**src/csd_pkg.sv**
```systemverilog
// Shared types and constants for the chunk stream demultiplexer.
package csd_pkg;

  localparam int HDR_BYTES = 8;
  localparam int QDEPTH    = 4;
  localparam int QPTR_W    = 2;

  localparam logic [31:0] CODE_LIST = 32'h4C49_5354;
  localparam logic [31:0] CODE_IFRM = 32'h6966_726D;
  localparam logic [31:0] CODE_PFRM = 32'h7066_726D;
  localparam logic [31:0] CODE_CFRM = 32'h6366_726D;
  localparam logic [31:0] CODE_SND  = 32'h736E_645F;

  typedef enum logic [2:0] {
    REG_SECTION_LENGTH = 3'd0,
    REG_TIMESTAMP_STEP = 3'd1,
    REG_START_IS_ODD   = 3'd2,
    REG_VIDEO_ENABLE   = 3'd3,
    REG_AUDIO_MASK     = 3'd4
  } reg_idx_t;

  typedef enum logic [2:0] {
    ST_DATA        = 3'd0,
    ST_EMPTY_AUDIO = 3'd1,
    ST_END         = 3'd2,
    ST_UNKNOWN     = 3'd3,
    ST_BAD_SIZE    = 3'd4
  } status_t;

  typedef enum logic [2:0] {
    PH_BOUNDARY   = 3'd0,
    PH_HEADER     = 3'd1,
    PH_SKIP       = 3'd2,
    PH_VIDEO      = 3'd3,
    PH_AUDIO_ID   = 3'd4,
    PH_AUDIO_SKIP = 3'd5,
    PH_AUDIO      = 3'd6,
    PH_HALT       = 3'd7
  } phase_t;

  typedef struct packed {
    logic [31:0] section_length;
    logic [19:0] timestamp_step;
    logic        start_is_odd;
    logic        video_enable;
    logic [7:0]  audio_enable_mask;
  } cfg_t;

  // One queued job: a single beat, or the eight header bytes replayed as a burst
  typedef struct packed {
    logic        burst;
    logic [63:0] data;
    logic        stream_kind;
    logic [2:0]  audio_number;
    logic [47:0] time_stamp;
    logic        first;
    logic        last;
    status_t     status;
  } cmd_t;

  typedef struct packed {
    logic [7:0]  out_byte;
    logic        stream_kind;
    logic [2:0]  audio_number;
    logic [47:0] time_stamp;
    logic        first;
    logic        last;
    status_t     status;
  } beat_t;

endpackage

```
**src/csd_front.sv**
```systemverilog
// Front end: byte parser, chunk header matching and job generation.
module csd_front import csd_pkg::*; #(
  parameter int AUDIO_STREAMS = 8
) (
  input  logic       clk,
  input  logic       rst_n,
  input  cfg_t       cfg,
  input  logic       in_valid,
  input  logic [7:0] in_data_byte,
  output logic       in_ready,
  input  logic       q_full,
  output logic       q_push,
  output cmd_t       q_cmd
);

  phase_t      phase_r, phase_nxt;
  logic [7:0]  hdr_r [HDR_BYTES];
  logic [7:0]  hdr_w [HDR_BYTES];
  logic [3:0]  cnt_r, cnt_nxt;
  logic [31:0] left_r, left_nxt;
  logic [31:0] pos_r, pos_nxt;
  logic [47:0] vtime_r, vtime_nxt;
  logic [2:0]  cur_audio_r, cur_audio_nxt;
  logic        keep_r, keep_nxt;
  logic        hdr_we;
  logic [2:0]  wr_idx;
  logic        acc;
  logic [31:0] pos_inc, code, size, audio_id;
  logic [63:0] hdr_flat;
  logic        left_last;

  assign in_ready  = !q_full;
  assign acc       = in_valid && in_ready;
  assign pos_inc   = pos_r + 32'd1;
  assign left_last = (left_r <= 32'd1);

  always_comb begin
    case (phase_r)
      PH_HEADER:   wr_idx = cnt_r[2:0];
      PH_AUDIO_ID: wr_idx = {1'b0, cnt_r[1:0]};
      default:     wr_idx = 3'd0;
    endcase
    for (int i = 0; i < HDR_BYTES; i++) begin
      hdr_w[i] = hdr_r[i];
    end
    hdr_w[wr_idx] = in_data_byte;
    for (int i = 0; i < HDR_BYTES; i++) begin
      hdr_flat[8*i +: 8] = hdr_w[i];
    end
  end

  assign code     = {hdr_w[0], hdr_w[1], hdr_w[2], hdr_w[3]};
  assign size     = {hdr_w[7], hdr_w[6], hdr_w[5], hdr_w[4]};
  assign audio_id = {hdr_w[3], hdr_w[2], hdr_w[1], hdr_w[0]};

  always_comb begin
    phase_nxt     = phase_r;
    cnt_nxt       = cnt_r;
    left_nxt      = left_r;
    pos_nxt       = pos_r;
    vtime_nxt     = vtime_r;
    cur_audio_nxt = cur_audio_r;
    keep_nxt      = keep_r;
    hdr_we        = 1'b0;
    q_push        = 1'b0;
    q_cmd         = '0;
    q_cmd.status  = ST_DATA;
    if (acc) begin
      case (phase_r)
        PH_BOUNDARY: begin
          if (pos_r[0] ^ cfg.start_is_odd) begin
            // pad byte
            pos_nxt = pos_inc;
            if (pos_inc >= cfg.section_length) begin
              q_push       = 1'b1;
              q_cmd.status = ST_END;
              phase_nxt    = PH_HALT;
            end
          end else if (pos_r >= cfg.section_length) begin
            q_push       = 1'b1;
            q_cmd.status = ST_END;
            phase_nxt    = PH_HALT;
          end else begin
            hdr_we    = 1'b1;
            cnt_nxt   = 4'd1;
            pos_nxt   = pos_inc;
            phase_nxt = PH_HEADER;
          end
        end
        PH_HEADER: begin
          hdr_we  = 1'b1;
          cnt_nxt = cnt_r + 4'd1;
          pos_nxt = pos_inc;
          if (cnt_r == 4'(HDR_BYTES - 1)) begin
            if (code == CODE_LIST) begin
              vtime_nxt = vtime_r + {28'd0, cfg.timestamp_step};
              left_nxt  = 32'd4;
              phase_nxt = PH_SKIP;
            end else if (code == CODE_IFRM || code == CODE_PFRM || code == CODE_CFRM) begin
              keep_nxt = cfg.video_enable;
              if (cfg.video_enable) begin
                q_push           = 1'b1;
                q_cmd.burst      = 1'b1;
                q_cmd.data       = hdr_flat;
                q_cmd.time_stamp = vtime_r;
                q_cmd.first      = 1'b1;
                q_cmd.last       = (size == 32'd0);
              end
              left_nxt  = size;
              phase_nxt = (size != 32'd0) ? PH_VIDEO : PH_BOUNDARY;
            end else if (code == CODE_SND) begin
              if (size < 32'd8) begin
                q_push       = 1'b1;
                q_cmd.status = ST_BAD_SIZE;
                phase_nxt    = PH_HALT;
              end else begin
                left_nxt  = size - 32'd8;
                cnt_nxt   = 4'd0;
                phase_nxt = PH_AUDIO_ID;
              end
            end else begin
              q_push       = 1'b1;
              q_cmd.status = ST_UNKNOWN;
              phase_nxt    = PH_HALT;
            end
          end
        end
        PH_SKIP: begin
          pos_nxt = pos_inc;
          if (left_last) begin
            left_nxt  = 32'd0;
            phase_nxt = PH_BOUNDARY;
          end else begin
            left_nxt = left_r - 32'd1;
          end
        end
        PH_VIDEO: begin
          pos_nxt = pos_inc;
          if (keep_r) begin
            q_push           = 1'b1;
            q_cmd.data       = {56'd0, in_data_byte};
            q_cmd.time_stamp = vtime_r;
            q_cmd.last       = left_last;
          end
          if (left_last) begin
            left_nxt  = 32'd0;
            phase_nxt = PH_BOUNDARY;
          end else begin
            left_nxt = left_r - 32'd1;
          end
        end
        PH_AUDIO_ID: begin
          hdr_we  = 1'b1;
          cnt_nxt = cnt_r + 4'd1;
          pos_nxt = pos_inc;
          if (cnt_r == 4'd3) begin
            keep_nxt = (audio_id < 32'(AUDIO_STREAMS)) && (audio_id < 32'd8) &&
                       cfg.audio_enable_mask[audio_id[2:0]];
            cur_audio_nxt = audio_id[2:0];
            cnt_nxt       = 4'd0;
            phase_nxt     = PH_AUDIO_SKIP;
          end
        end
        PH_AUDIO_SKIP: begin
          cnt_nxt = cnt_r + 4'd1;
          pos_nxt = pos_inc;
          if (cnt_r == 4'd3) begin
            cnt_nxt = 4'd0;
            if (left_r == 32'd0) begin
              if (keep_r) begin
                q_push             = 1'b1;
                q_cmd.stream_kind  = 1'b1;
                q_cmd.audio_number = cur_audio_r;
                q_cmd.first        = 1'b1;
                q_cmd.last         = 1'b1;
                q_cmd.status       = ST_EMPTY_AUDIO;
              end
              phase_nxt = PH_BOUNDARY;
            end else begin
              phase_nxt = PH_AUDIO;
            end
          end
        end
        PH_AUDIO: begin
          pos_nxt = pos_inc;
          if (keep_r) begin
            q_push             = 1'b1;
            q_cmd.data         = {56'd0, in_data_byte};
            q_cmd.stream_kind  = 1'b1;
            q_cmd.audio_number = cur_audio_r;
            q_cmd.first        = (cnt_r == 4'd0);
            q_cmd.last         = left_last;
          end
          cnt_nxt = 4'd1;
          if (left_last) begin
            left_nxt  = 32'd0;
            phase_nxt = PH_BOUNDARY;
          end else begin
            left_nxt = left_r - 32'd1;
          end
        end
        default: begin
        end
      endcase
    end
  end

  always_ff @(posedge clk) begin
    if (!rst_n) begin
      phase_r     <= PH_BOUNDARY;
      cnt_r       <= 4'd0;
      left_r      <= 32'd0;
      pos_r       <= 32'd0;
      vtime_r     <= 48'd0;
      cur_audio_r <= 3'd0;
      keep_r      <= 1'b0;
    end else begin
      phase_r     <= phase_nxt;
      cnt_r       <= cnt_nxt;
      left_r      <= left_nxt;
      pos_r       <= pos_nxt;
      vtime_r     <= vtime_nxt;
      cur_audio_r <= cur_audio_nxt;
      keep_r      <= keep_nxt;
    end
  end

  always_ff @(posedge clk) begin
    if (hdr_we) begin
      hdr_r[wr_idx] <= in_data_byte;
    end
  end

endmodule

```
**src/csd_queue.sv**
```systemverilog
// Small job queue between parser and output sequencer.
module csd_queue import csd_pkg::*; (
  input  logic clk,
  input  logic rst_n,
  input  logic push,
  input  cmd_t push_cmd,
  output logic full,
  output logic head_valid,
  output cmd_t head_cmd,
  input  logic pop
);

  cmd_t              mem_r [QDEPTH];
  logic [QPTR_W-1:0] wr_ptr_r, rd_ptr_r;
  logic [QPTR_W:0]   cnt_r;

  assign full       = (cnt_r == (QPTR_W + 1)'(QDEPTH));
  assign head_valid = (cnt_r != '0);
  assign head_cmd   = mem_r[rd_ptr_r];

  // depth is a power of two, pointers wrap on their own
  always_ff @(posedge clk) begin
    if (!rst_n) begin
      wr_ptr_r <= '0;
      rd_ptr_r <= '0;
      cnt_r    <= '0;
    end else begin
      if (push) begin
        wr_ptr_r <= wr_ptr_r + 1'b1;
      end
      if (pop) begin
        rd_ptr_r <= rd_ptr_r + 1'b1;
      end
      if (push && !pop) begin
        cnt_r <= cnt_r + 1'b1;
      end else if (pop && !push) begin
        cnt_r <= cnt_r - 1'b1;
      end
    end
  end

  always_ff @(posedge clk) begin
    if (push) begin
      mem_r[wr_ptr_r] <= push_cmd;
    end
  end

endmodule

```
**src/csd_back.sv**
```systemverilog
// Back end: expands queued jobs into output beats behind an output register.
module csd_back import csd_pkg::*; (
  input  logic  clk,
  input  logic  rst_n,
  input  logic  head_valid,
  input  cmd_t  head_cmd,
  output logic  pop,
  output logic  out_valid,
  input  logic  out_ready,
  output beat_t out_beat
);

  localparam logic [2:0] BURST_LAST = 3'(HDR_BYTES - 1);

  logic [2:0] idx_r, idx_nxt;
  beat_t      out_r, out_nxt;
  logic       out_valid_r, out_valid_nxt;
  logic       load;
  beat_t      beat;

  assign load = head_valid && (!out_valid_r || out_ready);
  assign pop  = load && (!head_cmd.burst || idx_r == BURST_LAST);

  always_comb begin
    beat.stream_kind  = head_cmd.stream_kind;
    beat.audio_number = head_cmd.audio_number;
    beat.time_stamp   = head_cmd.time_stamp;
    beat.status       = head_cmd.status;
    if (head_cmd.burst) begin
      beat.out_byte = head_cmd.data[8*idx_r +: 8];
      beat.first    = (idx_r == 3'd0);
      beat.last     = (idx_r == BURST_LAST) && head_cmd.last;
    end else begin
      beat.out_byte = head_cmd.data[7:0];
      beat.first    = head_cmd.first;
      beat.last     = head_cmd.last;
    end
  end

  always_comb begin
    out_valid_nxt = out_valid_r;
    out_nxt       = out_r;
    idx_nxt       = idx_r;
    if (out_valid_r && out_ready) begin
      out_valid_nxt = 1'b0;
    end
    if (load) begin
      out_valid_nxt = 1'b1;
      out_nxt       = beat;
      idx_nxt       = (head_cmd.burst && idx_r != BURST_LAST) ? idx_r + 3'd1 : 3'd0;
    end
  end

  always_ff @(posedge clk) begin
    if (!rst_n) begin
      out_valid_r <= 1'b0;
      idx_r       <= 3'd0;
    end else begin
      out_valid_r <= out_valid_nxt;
      idx_r       <= idx_nxt;
    end
  end

  always_ff @(posedge clk) begin
    out_r <= out_nxt;
  end

  assign out_valid = out_valid_r;
  assign out_beat  = out_r;

endmodule

```
**src/chunk_stream_demuxer_unit.sv**
```systemverilog
// Top level of the chunk stream demultiplexer: config registers, parser, queue, output.
// Throughput: one input byte per cycle while in_ready is high; a kept video chunk header replays
//   as eight beats, and with payload jobs behind it the four-entry queue fills and in_ready drops.
// Output path: a result beat is registered in the queue, then in the output register, and is
//   held back further while earlier beats are still waiting.
// Reset: synchronous, active low; clears parser, queue and output valid; loads register defaults.
module chunk_stream_demuxer_unit import csd_pkg::*; #(
  parameter int AUDIO_STREAMS = 8
) (
  input  logic        clk,
  input  logic        rst_n,
  // configuration
  input  logic        cfg_wr_en,
  input  logic [2:0]  cfg_index,
  input  logic [31:0] cfg_wdata,
  // input beats
  input  logic        in_valid,
  output logic        in_ready,
  input  logic [7:0]  in_data_byte,
  // result beats
  output logic        out_valid,
  input  logic        out_ready,
  output logic [7:0]  out_byte,
  output logic        out_stream_kind,
  output logic [2:0]  out_audio_number,
  output logic [47:0] out_time_stamp,
  output logic        out_first_of_packet,
  output logic        out_last_of_packet,
  output logic [2:0]  out_status
);

  cfg_t  cfg_r;
  logic  q_push, q_full, q_head_valid, q_pop;
  cmd_t  q_push_cmd, q_head_cmd;
  beat_t beat;

  // Register file. Write only while idle (the block itself does not enforce this), so no shadowing.
  always_ff @(posedge clk) begin
    if (!rst_n) begin
      cfg_r.section_length    <= 32'd0;
      cfg_r.timestamp_step    <= 20'd40000;
      cfg_r.start_is_odd      <= 1'b0;
      cfg_r.video_enable      <= 1'b1;
      cfg_r.audio_enable_mask <= 8'd0;
    end else if (cfg_wr_en) begin
      case (reg_idx_t'(cfg_index))
        REG_SECTION_LENGTH: cfg_r.section_length    <= cfg_wdata;
        REG_TIMESTAMP_STEP: cfg_r.timestamp_step    <= cfg_wdata[19:0];
        REG_START_IS_ODD:   cfg_r.start_is_odd      <= cfg_wdata[0];
        REG_VIDEO_ENABLE:   cfg_r.video_enable      <= cfg_wdata[0];
        REG_AUDIO_MASK:     cfg_r.audio_enable_mask <= cfg_wdata[7:0];
        default: begin
        end
      endcase
    end
  end

  // Parser: one byte per beat, at most one job per byte
  csd_front #(
    .AUDIO_STREAMS(AUDIO_STREAMS)
  ) u_front (
    .clk          (clk),
    .rst_n        (rst_n),
    .cfg          (cfg_r),
    .in_valid     (in_valid),
    .in_data_byte (in_data_byte),
    .in_ready     (in_ready),
    .q_full       (q_full),
    .q_push       (q_push),
    .q_cmd        (q_push_cmd)
  );

  // Decouples parser from output stalls and header bursts
  csd_queue u_queue (
    .clk        (clk),
    .rst_n      (rst_n),
    .push       (q_push),
    .push_cmd   (q_push_cmd),
    .full       (q_full),
    .head_valid (q_head_valid),
    .head_cmd   (q_head_cmd),
    .pop        (q_pop)
  );

  // Output sequencer: burst jobs pop only as their eighth beat loads
  csd_back u_back (
    .clk        (clk),
    .rst_n      (rst_n),
    .head_valid (q_head_valid),
    .head_cmd   (q_head_cmd),
    .pop        (q_pop),
    .out_valid  (out_valid),
    .out_ready  (out_ready),
    .out_beat   (beat)
  );

  assign out_byte            = beat.out_byte;
  assign out_stream_kind     = beat.stream_kind;
  assign out_audio_number    = beat.audio_number;
  assign out_time_stamp      = beat.time_stamp;
  assign out_first_of_packet = beat.first;
  assign out_last_of_packet  = beat.last;
  assign out_status          = beat.status;

endmodule

```
**config.mk**
```make
export PLATFORM = sky130hd
export DESIGN_NAME = chunk_stream_demuxer_unit
export DESIGN_NICKNAME = d
export VERILOG_FILES = /design/src/csd_pkg.sv /design/src/csd_front.sv /design/src/csd_queue.sv /design/src/csd_back.sv /design/src/chunk_stream_demuxer_unit.sv
export SDC_FILE = /design/constraint.sdc
export NUM_CORES = 1
export LEC_CHECK = 0
export BUFFER_PORTS_ARGS = -buffer_cell sky130_fd_sc_hd__buf_2
export CAP_MARGIN = 20
export CORE_ASPECT_RATIO = 0.7
export CORE_MARGIN = 3
export CORE_UTILIZATION = 57
export CTS_BUF_LIST = sky130_fd_sc_hd__clkbuf_4
export DETAILED_ROUTE_END_ITERATION = 7
export PLACE_DENSITY_LB_ADDON = 0.2
export SYNTH_ARGS = -nofsm -noshare
export SYNTH_HDL_FRONTEND = slang
export SYNTH_SLANG_ARGS = --single-unit
```
**constraint.sdc**
```tcl
create_clock -name clk -period 11.9 [get_ports clk]
set_clock_uncertainty 0.1 [all_clocks]
set_input_delay 1.19 -clock clk [delete_from_list [all_inputs] [get_ports clk]]
set_output_delay 1.19 -clock clk [all_outputs]
set_load 0.005 [all_outputs]
```
==> results.yml <==
grt:
  grt_usage_pct: 26.4
  use_met2_pct: 36.1
  grt_overflow: 0
  antenna_found_initial: 5
  met1_usage_pct: 40.7
  grtUsageMet3_pct: 7.86
  grt_busiest_layer: "met1"
  grt_max_degree: 96
  grt_pass1_wl_um: 136000
  grt_pass1_vias: 23500
hold_path:
  holdPathStages: 3
  hp-class: "in -> reg"
route:
  first_pass_iters: 5
  drt_wl_total_um: 88300
  via_count: 24200
  drt.antenna.violating_nets: 0
  drc: 0
  drtIter0Drc: 2612
  wl_per_cell_um: 22.0
  vias_per_cell: 6.03
synthesis:
  synth_flop_cell: "edfxtp_1"
  synth_top_cells_by_area: "edfxtp_1 (50%), dfxtp_1 (11%), mux4_2 (8.4%)"
  synth.distinct_cells: 93
  yosys.area.top_type: "edfxtp_1"
  synth.cell_area_mm2: 0.0368
  ys_warn_count: 0
  avgSynthCellArea_um2: 13.1
  synthTopCellsByCount: "edfxtp_1 (617), nand2_1 (229), nor2_1 (220), dfxtp_1 (198), a21oi_1 (163)"
  synthAdderAreaFrac_pct: 3.44
  synth_edf_count: 617
  ys_seq_elements: 815
  yosysTopAreaCellShare_pct: 50.3
  ys_async_sr_fraction_pct: 0
  synth_compound_area_share_pct: 7.20
  synth_xor_area_share_pct: 2.76
  synthCells: 2800
  post-synth-top-count-cell: "edfxtp_1"
  synth_top_family_by_area: "simple AND/OR/NAND/NOR gates"
  seq_area_frac_synth_pct: 61.1
  synthSimpleGateAreaFrac_pct: 12.1
  synth_mux_area_share_pct: 10.9
power_and_ir_drop:
  clockPowerShare_pct: 29.5
  peakVddDrop_uv: 131
  sequentialPowerShare_pct: 47.0
  power.total_uw: 7670
  p_leak_uw: 0.0141
  power.internal_uw: 5320
  power_switching_uw: 2350
  power_frac_comb_pct: 23.6
  netSwitchingFraction_pct: 30.6
  power_density_mw_per_mm2: 188
floorplanning:
  row_count: 77
  die_h_um: 219
  initial_utilization_pct: 58.0
  die_w_um: 310
  io-pin-count: 115
  dieArea_mm2: 0.0677
  core_mm2: 0.0635
critical_path:
  crit_start: "u_front.pos_r[0]$_SDFFE_PN0P_"
  critPathCapture: "u_queue.mem_r[1][79]$_DFFE_PP_"
  end_kind: "register"
  cp_slowest_cell: "buf_4"
  r2r-start: "u_front.pos_r[0]$_SDFFE_PN0P_"
  crit_fanout: 67
  crit_type: "reg -> reg"
  worstPathCellList: "ha_1 -> nand3_1 -> or2_1 -> or3_1 -> nor2_1 -> and3_1 -> nand3_1 -> or3_1 -> xnor2_1 -> ha_1 -> nand3_1 -> nor3_1 -> a31oi_1 -> or4b_2 -> a31oi_2 -> and2_4 -> buf_4"
  worstPathArrival_ps: 7800
  r2r_cells: 17
  required_ps: 12420
  regToRegSetupSlack_ps: 4630
  crit_path_start_kind: "register"
  slowest_delay_ps: 900
  rr_endpoint: "u_queue.mem_r[1][79]$_DFFE_PP_"
  crit_top_cell: "nand3_1"
outcome:
  outcome: "complete, no violations"
cts:
  post_cts_buffers: 0
  clock_path_buffers: 3
  ctsHoldBuffers: 0
  path_clk_slew_ps: 70
  cts-root-buf: "clkbuf_4"
  numCtsBuffers: 185
  ctsHtreeMaxLevel: 4
  cts_resized: 0
  worstSkewPairLatency_ps: 1050
  clkSinkCount: 815
  tritoncts: "built"
timing:
  worst_slack_ps: 4630
  setup_viol: 0
  final_hold_viol_count: 0
  maxSlewHeadroom_pct: 21.4
  worst_pin_slew_ps: 1170
  max_freq_mhz: 137
  period_minus_slack_ps: 7270
  rsz0062_at_grt: "false"
  slew_violations: 0
  fin_setup_tns_ps: 0
  fin_crit_sh_pct: 61.1
layout:
  area_delta_synth_final_pct: 10.8
  stdcell_count: 4013
  drive_gt1_share_pct: 20.2
  final_nets: 3178
  fill_cells: 4728
place:
  globalplace.congestion: 0.925
  place_ws_ps: 4640
  portBuffers: 114
  dpl.hpwl_um: 57600
  dp.cells: 3669
run:
  cap_viol_max_count: 0
cells by family after synthesis:
family                   after synthesis
AND/OR/NAND/NOR                      887
flip-flops                           815
AO/OA/AOI/OAI                        426
multiplexers                         228
buffers and inverters                227
XOR/XNOR                             116
adder cells (fa/ha/maj)              100
other                                  1
worst max-delay path: cells and delay by family, from the launching register on:
kind                       cells  cell delay [ps]
and+or+nand+nor               11             4030
buffers and inverters          1              900
AOI/OAI and AO/OA              2              570
adders and majority gates      2              560
DFF                            1              470
xor gates and xnor gates       1              160
worst min-delay path by stage:
| stage | startpoint | end |
|---|---|---|
| 6_report | cfg_wdata[25] | cfg_r[55]$_SDFFE_PN0P_ |
| 5_1_grt | cfg_wdata[25] | cfg_r[55]$_SDFFE_PN0P_ |
| 4_1_cts | cfg_wdata[29] | cfg_r[59]$_SDFFE_PN0P_ |
| 3_5_place_dp | cfg_r[38]$_SDFFE_PN0P_ | cfg_r[38]$_SDFFE_PN0P_ |
| 3_3_place_gp | cfg_r[37]$_SDFFE_PN0P_ | cfg_r[37]$_SDFFE_PN0P_ |
| 2_1_floorplan | u_front.left_r[13]$_SDFFE_PN0P_ | u_front.left_r[13]$_SDFFE_PN0P_ |
metal layers:
metal  vias up  routed length, µm
li1      11100                  -
met5         -                  9
met4         2               1620
met3       134               8930
met1     11900              40700
met2      1078              37100
layout by cell type, fill, tap and decap left out, drive strengths merged, types with 92 or more instances in the layout:
cell    synthesis  layout
clkbuf        102     290
mux4          138     138
o21ai          92      92
ha             98      98
dfxtp         198     198
nand2         229     229
a21oi         164     164
nor2          222     222
edfxtp        617     617
buf            48     150
final cells by class:
cell class	instances	area, µm²	share of cell area [%]
Tap cell	829	1040	2.54
Clock buffer	290	2180	5.34
Multi-Input combinational cell	1801	13600	33.3
Sequential cell	815	22500	55.2
Antenna cell	6	15.0	0.0368
Clock inverter	45	280	0.687
Inverter	77	292	0.715
Timing Repair Buffer	150	898	2.20
registers in the layout, summed over array words and instances (netlist names), 3 cells and up, named ones only:
name,count
cfg_r,62
u_queue.mem_r,488
u_back.out_beat,65
u_front.vtime_r,48
u_back.idx_r,3
u_front.cur_audio_r,3
u_front.cnt_r,4
u_front.left_r,32
u_front.phase_r,3
u_queue.cnt_r,3
u_front.pos_r,32
u_front.hdr_r,64
stage by stage:
step	util [%]	cell area, µm²	hold WS (ps)
3_5_place_dp	60.3	38300	353
6_report	64.2	40800	313
4_1_cts	64.1	40700	195
5_1_grt	64.2	40800	214
3_3_place_gp	60.2	38200	345
2_1_floorplan	-	37000	335
power groups by stage:
stage	registers, µW	clock network [µW]	logic, µW
finish	3600	2260	1810
global route	3640	2460	1970
CTS	3610	2310	1800
detailed placement	3670	0	1790
global placement	3660	0	1760
floorplan	3610	0	1250
No activity file was read; power rests on OpenSTA's default activity.
